File: config.mk
export PLATFORM = sky130hd
export DESIGN_NAME = ttcw_front
export DESIGN_NICKNAME = d
export VERILOG_FILES = /design/src/rtl/ttcw_pkg.sv /design/src/rtl/ttcw_front.sv
export SDC_FILE = /design/constraint.sdc
export NUM_CORES = 1
export LEC_CHECK = 0
export BUFFER_PORTS_ARGS = -buffer_cell sky130_fd_sc_hd__buf_4
export CAP_MARGIN = 15
export CORE_MARGIN = 1
export CORE_UTILIZATION = 25
export DETAILED_ROUTE_END_ITERATION = 10
export MAX_ROUTING_LAYER = met4
export PLACE_DENSITY = 0.47
export SYNTH_ARGS = -nofsm -noshare
export SYNTH_HDL_FRONTEND = slang
export SYNTH_SLANG_ARGS = --single-unit
export TNS_END_PERCENT = 1
File: constraint.sdc
create_clock -name clock -period 2.2 [get_ports clock]
set_clock_uncertainty 0.2 [all_clocks]
set_input_delay 0.44 -clock clock [delete_from_list [all_inputs] [get_ports clock]]
set_output_delay 0.44 -clock clock [all_outputs]
set_load 0.01 [all_outputs]
File: src/rtl/ttcw_pkg.sv
// Shared types and constants for the text terminal cell writer.
// No dependencies; imported by every module except ttcw_ram.
`timescale 1ns / 1ps

package ttcw_pkg;

   localparam int CHAR_W   = 8;
   localparam int COLOR_W  = 8;
   localparam int CELL_W   = 16;
   localparam int INDEX_W  = 11;
   localparam int CURSOR_W = 11;

   localparam logic [CHAR_W-1:0] CH_NEWLINE   = 8'h0A;
   localparam logic [CHAR_W-1:0] CH_BACKSPACE = 8'h08;
   localparam logic [CHAR_W-1:0] CH_TAB       = 8'h09;
   localparam logic [CHAR_W-1:0] CH_SPACE     = 8'h20;

   localparam logic [COLOR_W-1:0] COLOR_RESET = 8'h07;
   localparam logic [CELL_W-1:0]  CELL_RESET  = {COLOR_RESET, CH_SPACE};

   localparam logic OP_PUT  = 1'b0;
   localparam logic OP_READ = 1'b1;

   // request classes decided by the front end
   localparam int KIND_W = 3;
   localparam logic [KIND_W-1:0] KIND_CHAR      = 3'd0;
   localparam logic [KIND_W-1:0] KIND_NEWLINE   = 3'd1;
   localparam logic [KIND_W-1:0] KIND_BACKSPACE = 3'd2;
   localparam logic [KIND_W-1:0] KIND_TAB       = 3'd3;
   localparam logic [KIND_W-1:0] KIND_READ      = 3'd4;

   typedef struct packed {
      logic               op;
      logic [CHAR_W-1:0]  char_code;
      logic [INDEX_W-1:0] cell_index;
   } req_type;

   typedef struct packed {
      logic [CURSOR_W-1:0] cursor_offset;
      logic [CELL_W-1:0]   read_data;
   } rsp_type;

   typedef struct packed {
      logic [KIND_W-1:0]  kind;
      logic [CHAR_W-1:0]  char_code;
      logic [INDEX_W-1:0] cell_index;
   } cmd_type;

   typedef struct packed {
      logic pop;
      logic init_busy;
   } back_status_type;

endpackage

File: src/rtl/ttcw_front.sv
// Front end: takes requests, classifies put characters, holds a two-entry queue.
// Depends on ttcw_pkg.
`timescale 1ns / 1ps

module ttcw_front
   import ttcw_pkg::*;
(
   input  logic            clock,
   input  logic            reset,
   input  logic            start,
   output logic            busy,
   input  req_type         req_data,
   input  back_status_type back_status,
   output logic            cmd_valid,
   output cmd_type         cmd
);

   cmd_type     entry_ff [2];
   logic        wr_ptr_ff, wr_ptr_in;
   logic        rd_ptr_ff, rd_ptr_in;
   logic [1:0]  count_ff, count_in;
   logic        push;
   cmd_type     classified;

   function automatic cmd_type classify(input req_type r);
      cmd_type c;
      c.char_code  = r.char_code;
      c.cell_index = r.cell_index;
      if (r.op == OP_READ) begin
         c.kind = KIND_READ;
      end else begin
         case (r.char_code)
            CH_NEWLINE:   c.kind = KIND_NEWLINE;
            CH_BACKSPACE: c.kind = KIND_BACKSPACE;
            CH_TAB:       c.kind = KIND_TAB;
            default:      c.kind = KIND_CHAR;
         endcase
      end
      return c;
   endfunction

   assign busy       = (count_ff == 2'd2) || back_status.init_busy;
   assign push       = start && !busy;
   assign classified = classify(req_data);
   assign cmd_valid  = (count_ff != 2'd0);
   assign cmd        = entry_ff[rd_ptr_ff];

   always_comb begin
      wr_ptr_in = wr_ptr_ff;
      rd_ptr_in = rd_ptr_ff;
      count_in  = count_ff;
      if (push) begin
         wr_ptr_in = !wr_ptr_ff;
      end
      if (back_status.pop) begin
         rd_ptr_in = !rd_ptr_ff;
      end
      if (push && !back_status.pop) begin
         count_in = count_ff + 2'd1;
      end else if (!push && back_status.pop) begin
         count_in = count_ff - 2'd1;
      end
   end

   always_ff @(posedge clock) begin
      if (reset) begin
         wr_ptr_ff <= 1'b0;
         rd_ptr_ff <= 1'b0;
         count_ff  <= 2'd0;
      end else begin
         wr_ptr_ff <= wr_ptr_in;
         rd_ptr_ff <= rd_ptr_in;
         count_ff  <= count_in;
      end
   end

   always_ff @(posedge clock) begin
      if (push) begin
         entry_ff[wr_ptr_ff] <= classified;
      end
   end

endmodule

After elaboration in Yosys (flattened, before gate mapping)
Memories as Yosys holds them, arrays and structs flattened. A register that Yosys moved wholly into a read port is not among the register bits.
Cells that the tools add are included.
{"block": "word_totals", "word_cells": 29, "ramBits": 44, "reg_bits": 4, "n_memories": 1}
{"memory": "entry_ff", "depth": 2, "word_bits": 22, "rd": 1, "rd_ports_with_merged_regs": 1, "write_ports": 1, "line_no": "ttcw_front.sv:18", "source": "cmd_type entry_ff [2];"}
{"block": "op_classes", "muxes": 8, "n_eq_ne": 4, "addsub": 2, "n_reduce_logical": 11}
{"op": "8-bit by 4-bit == test with 1-bit output (second input constant)", "count": 3}
{"op": "2-bit case mux with 3 select lines", "count": 1}
{"op": "1-bit logical NOT", "count": 5}
{"op": "1-bit two-way mux", "count": 4}
{"op": "2-bit two-way mux", "count": 2}
{"op": "2-bit nonzero test", "count": 2}
{"op": "1-bit logical AND", "count": 3}
{"op": "3-bit two-way mux", "count": 1}
{"op": "2-bit by 1-bit adder with 2-bit output (second input constant)", "count": 1}
{"op": "2-bit == test (second input constant)", "count": 1}
{"op": "2-bit by 1-bit subtractor with 2-bit output (second input constant)", "count": 1}
{"op": "1-bit logical OR", "count": 1}

Longest topological paths before layout
Gate-level depths: netlist of the first run.
{"block": "depth", "depth_word": 8, "depth_mapped": 6}

Worst setup path after synthesis of the first run
No wires, ideal clock.
{"block": "synth_path", "kind": "input port to flip-flop", "startpoint": "input port start", "endpoint": "memory entry_ff[0][0] (netlist bit) (enable)", "slack_ns": -0.201, "arrival_time_ns": 1.798, "path_stages": 3, "required_ns": 1.597, "cell_sequence": "nor2b_1 -> and2_1 -> nor2b_1"}
{"block": "synth_via", "elab_chain_cells": 3}
{"item": "start: declaration", "line_no": "ttcw_front.sv:10", "source": "input logic start,"}
{"item": "1-bit logical AND", "line_no": "ttcw_front.sv:43", "source": "assign push = start && !busy;"}
{"item": "1-bit two-way mux", "line_no": "ttcw_front.sv:78", "source": "if (push) begin"}
{"item": "1-bit two-way mux (not written as such)", "line_no": "ttcw_front.sv:79", "source": "entry_ff[wr_ptr_ff] <= classified;"}
{"item": "end: declaration", "line_no": "ttcw_front.sv:18"}
No other way between the ends.

==> reports/metrics.csv, run 1 <==
metric;value;unit
number of CTS-inserted buffers;5;
final setup fails;0;
Synth Area in XOR/XNOR;1.900;%
post-synthesis register bit count;49;
Via density;4.086;
fin crit share;89.82;%
global route total overflow;0;
Critical Path End Type;primary output;
crit-path max FO;12;
largest net degree at the start of global routing;15;
worst hold path class;in -> reg;
library cells used by synthesis;19;
post-route ant nets;0;
FMAX;506.0;MHz
drt pass-1 iters;4;
CTS tree;yes;
via count;1046;
worst vdd ir;0.0003539;V
worst path arrival time;1340;ps
# DRC;0;
mux share of post-synthesis cell area;13.43;%
main combinational cell family by area after synthesis;multiplexers;
Worst Max-Slew Pin Slew;254.2;ps
critical path type;reg -> out;
vias in the first global route;1036;
Seq pwr share;54.9;%
Die X;87.89;microns
DP HPWL;2.459;mm
Starting Density;26.56;%
Post-Route Setup TNS;0;ps
Core Rows;30;
initial antenna violation count;0;
Synth warnings;0;
NetSw;0.0004224;W
GPL Wtd Cong;0.6828;
Seq/Total Area, Yosys;77.07;%
Syn Inst Count;101;
Syn Nets;127;
root buffer cell;clkbuf_8;
most common cell after layout, fill and taps aside;buf_4;
Reg clk slew, reported paths;80;ps
CTS sink cnt;49;
nets@finish;186;
wire length per cell after detailed routing;13.16;microns
Cell Pwr Density;802.0;nW/um^2
DR iter-0 viols;46;
WP data required;1560;ps
Fillers;683;
RSZ-0062 raised after global routing;no;
Ant. Diodes;0;
Total Wirelength;3.370;mm
maxcap violations;0;
GR Util All Layers;9.195;%
deepest clock path buffer count;2;
Logic pwr share;14.4;%
most frequent cells in the layout;buf_4, edfxtp_1, mux2_2;
htree depth;2;
DIE HEIGHT;87.89;microns
Setup crit start kind;flip-flop;
ratio of cells with drive above 1 in the final layout;53.13;%
area grow syn2layout;33.72;%
Post-CTS Setup Inserts;0;
clk_lat worst skew;290;ps
syn_area_per_cell;18.26;sq um
endpoints failing hold;0;
post_cts resized;0;
hold buffers post-CTS;0;
top-level I/O count;49;
internal power;0.001555;W
compound-cell area share of the yosys netlist;0.8141;%
Port Buffers;48;
first-pass GRT wire length;4.961;mm
Final Power;0.001978;W
status;finished clean;
die footprint;7725;sq um
clock power share;30.7;%
post-synthesis adder-cell area fraction;0.6784;%
Static Leakage;0.9144;nW
Post-Synth Simple-Gate Area;5.360;%
Max Slew Vio Count;0;
Core Footprint;6944;sq um
Sw Ratio;21.36;%
Syn Std Cell Area;1844;sq um
Final min period;1976;ps
Slew headroom;82.90;%
## power by group through the flow
stage               clock (W)  sequential, W  combinational (W)
floorplan                   0        0.00110           0.000142
global placement            0        0.00110           0.000285
detailed placement          0        0.00111           0.000292
CTS                  0.000630        0.00109           0.000293
global route         0.000667        0.00109           0.000310
finish               0.000608        0.00108           0.000285
## registers in the layout (all words and copies together) (netlist names), named ones only
signal / flops
rd_ptr_ff: 1
count_ff: 2
entry_ff: 44
wr_ptr_ff: 1
## final cells by class
| type | instances | area [sq um] | area share, % |
|---|---|---|---|
| inverters | 1 | 3.754 | 0.1522 |
| repair buffers | 54 | 405.4 | 16.44 |
| clock inverters | 2 | 35.03 | 1.421 |
| well taps | 96 | 120.1 | 4.871 |
| multi-input cells | 49 | 411.6 | 16.69 |
| flip-flops and latches | 49 | 1421 | 57.64 |
| clock buffers | 5 | 68.82 | 2.790 |
## final timing paths
kind                                                from                  endpoint  slack [ps]  depth (start not counted)
worst max-delay path                           flip-flop                   cmd[20]         220                          3
worst min-delay path                         req_data[6]  entry_ff[1][6]$_DFFE_PP_         130                          1
worst max register to register  count_ff[0]$_SDFFE_PP0P_  count_ff[1]$_SDFFE_PP0P_         410                          5
worst min register to register    rd_ptr_ff$_SDFFE_PP0P_    rd_ptr_ff$_SDFFE_PP0P_         330                          2
## Yosys cell counts
cell / instances / area share, %
nor4_1: 1 / 0.34
and3_1: 1 / 0.34
or3_1: 1 / 0.34
mux2_2: 22 / 13
inv_1: 1 / 0.20
nor2b_1: 2 / 0.68
edfxtp_1: 44 / 72
dfxtp_1: 5 / 5.4
or2_2: 1 / 0.34
nor2_1: 7 / 1.4
xor2_1: 2 / 0.95
nand3_1: 2 / 0.54
o21ai_0: 2 / 0.54
buf_2: 2 / 0.54
and2_1: 1 / 0.34
a21oi_1: 1 / 0.27
ha_1: 1 / 0.68
nand2b_1: 3 / 1.0
xnor2_1: 2 / 0.95
## per-stage QoR
stage	util, %	cells	hold WS, ps	instance area (sq um)	setup WS (ps)
2_1_floorplan	-	101	260.8	1847	207.1
3_3_place_gp	34.02	249	274.6	2362	312.9
3_5_place_dp	34.02	249	312.2	2362	237.4
4_1_cts	35.51	256	118.0	2466	188.8
5_1_grt	35.51	256	106.6	2466	111.2
6_report	35.51	256	129.1	2466	223.9
## per-layer routing
metal	wire length (microns)	share of wire [%]	global-route usage, %
met2	1702	51	15.57
met5	0	0	-
met3	225	6.7	3.110
met4	49	1.5	3.577
met1	1392	41	9.898
## worst max-delay path, cell delays in order (launching register included)
cell     delay, ps
dfxtp_1        330
buf_4          200
mux2_2         360
buf_4          140
## kinds of logic after synthesis
family / after synthesis
xor gates and xnor gates: 4
buffers and inverters: 3
AOI/OAI and AO/OA: 3
adders and majority gates: 1
DFF: 49
and+or+nand+nor: 19
muxes: 22
Power figures use the tool's default switching activity.
==> inputs of run 2 (changes only) <==
- CORE_UTILIZATION: 25 -> 40
- PLACE_DENSITY: 0.47 -> 0.68
==> reports/metrics.csv, run 2 (synthesized netlist as in run 1, its figures left out) <==
metric;value;unit;change
critical path type;reg -> out;;
Starting Density;42.07;%;+16 points
Static Leakage;0.9132;nW;-0.13%
final setup fails;0;;unchanged
Ant. Diodes;0;;unchanged
drt pass-1 iters;4;;unchanged
CTS tree;yes;;
worst hold path class;in -> reg;;
Final min period;1982;ps;+6.162 ps
DIE HEIGHT;69.90;microns;-20%
vias in the first global route;1092;;+5.4%
Port Buffers;48;;unchanged
max reg flops;44;;unchanged
most common cell after layout, fill and taps aside;buf_4;;
GR Util All Layers;14.49;%;+5.3 points
fin crit share;90.10;%;+0.28 points
DR iter-0 viols;17;;-63%
largest net degree at the start of global routing;15;;unchanged
Placed Instances;205;;-18%
Reg clk slew, reported paths;80;ps;about the same
Largest Register;entry_ff;;
nets@finish;186;;unchanged
post_cts resized;0;;unchanged
wire length per cell after detailed routing;14.62;microns;+11%
via count;1004;;-4.0%
root buffer cell;clkbuf_8;;
endpoints failing hold;0;;unchanged
ratio of cells with drive above 1 in the final layout;52.17;%;-0.95 points
Post-CTS Setup Inserts;0;;unchanged
Core Util, Final;55.05;%;+20 points
Core Footprint;4384;sq um;-37%
htree depth;2;;unchanged
CTS sink cnt;49;;unchanged
top-level I/O count;49;;unchanged
FMAX;504.5;MHz;-0.31%
DP HPWL;2.199;mm;-11%
most frequent cells in the layout;buf_4, edfxtp_1, mux2_2;;
first-pass GRT wire length;5.140;mm;+3.6%
WP data required;1560;ps;about the same
clk_lat worst skew;290;ps;about the same
Max Slew Vio Count;0;;unchanged
Worst Max-Slew Pin Slew;266.1;ps;+11.85 ps
worst vdd ir;0.0004734;V;+34%
Critical Path End Type;primary output;;
number of CTS-inserted buffers;5;;unchanged
initial antenna violation count;0;;unchanged
die footprint;4886;sq um;-37%
crit-path max FO;12;;unchanged
Slew headroom;82.10;%;-0.80 points
RSZ-0062 raised after global routing;no;;
hold buffers post-CTS;0;;unchanged
most frequent CP cell;buf_4;;
Die X;69.90;microns;-20%
GPL Wtd Cong;0.7206;;+5.5%
Total Wirelength;3.114;mm;-7.6%
post-route ant nets;0;;unchanged
status;finished clean;;
Cell Count, Final, Fillers Out;213;;-17%
Core Rows;24;;-20%
Fillers;361;;-47%
Via density;4.714;;+15%
Post-Route Setup TNS;0;ps;unchanged
# DRC;0;;unchanged
Largest regs;entry_ff x44, count_ff x2;;
crit path cell chain;buf_4 > mux2_2 > buf_4;;
worst path arrival time;1340;ps;about the same
deepest clock path buffer count;2;;unchanged
delay of the slowest critical-path stage;360;ps;about the same
global route total overflow;0;;unchanged
Cell Pwr Density;822.1;nW/um^2;+2.5%
area grow syn2layout;30.87;%;
maxcap violations;0;;unchanged
slowest CP cell;mux2_2;;
Setup crit start kind;flip-flop;;
[run 2: cell types whose count changed in the layout (fill, tap and decap cells not counted)]
cell,delta
clkinv_2,-1
clkinv_1,+1
clkbuf_1,+1
[run 2: layer usage]
layer | track usage [%] | vias to the layer above | routed length [microns]
met5 | - | - | 0
met4 | 6.444 | 0 | 46
met3 | 4.762 | 6 | 170
met2 | 24.36 | 34 | 1586
met1 | 15.59 | 470 | 1310
li1 | - | 494 | -
[run 2: worst paths after layout]
kind	from	endpoint	slack, ps	depth (start not counted)
max	flip-flop	cmd[14]	220	3
min	req_data[4]	entry_ff[0][4]$_DFFE_PP_	120	1
max reg2reg	count_ff[0]$_SDFFE_PP0P_	count_ff[1]$_SDFFE_PP0P_	360	5
min reg2reg	count_ff[1]$_SDFFE_PP0P_	count_ff[1]$_SDFFE_PP0P_	310	2
[run 2: power breakdown]
group	internal [W]	switching [W]	leakage, nW
registers	0.00107	0.0000171	0.441
logic	0.000158	0.000125	0.419
clock network	0.000336	0.000281	0.0528
total	0.00156	0.000424	0.913
[run 2: critical path, delay by kind of cell, from the launching register on]
| kind | cells | cell delay (ps) |
|---|---|---|
| buf+inv | 2 | 350 |
| flops | 1 | 330 |
| mux | 1 | 360 |
[run 2: per-stage QoR]
step | total power [W] | setup WS [ps] | cell area (sq um) | hold slack, ps
final | 0.001984 | 217.7 | 2414 | 124.7
after global routing | 0.002060 | 150.0 | 2414 | 110.0
after CTS | 0.002004 | 191.8 | 2414 | 113.9
after detailed placement | 0.001394 | 206.2 | 2307 | 298.9
after global placement | 0.001382 | 312.8 | 2307 | 274.9
after floorplan | 0.001245 | 207.1 | 1847 | 260.8
[run 2: final cells by class]
cell class | instances | area [sq um] | share of cell area [%]
clock buffers | 6 | 72.57 | 3.007
clock inverters | 2 | 33.78 | 1.400
inverters | 1 | 3.754 | 0.1555
multi-input cells | 49 | 411.6 | 17.06
flip-flops and latches | 49 | 1421 | 58.89
well taps | 52 | 65.06 | 2.696
repair buffers | 54 | 405.4 | 16.80
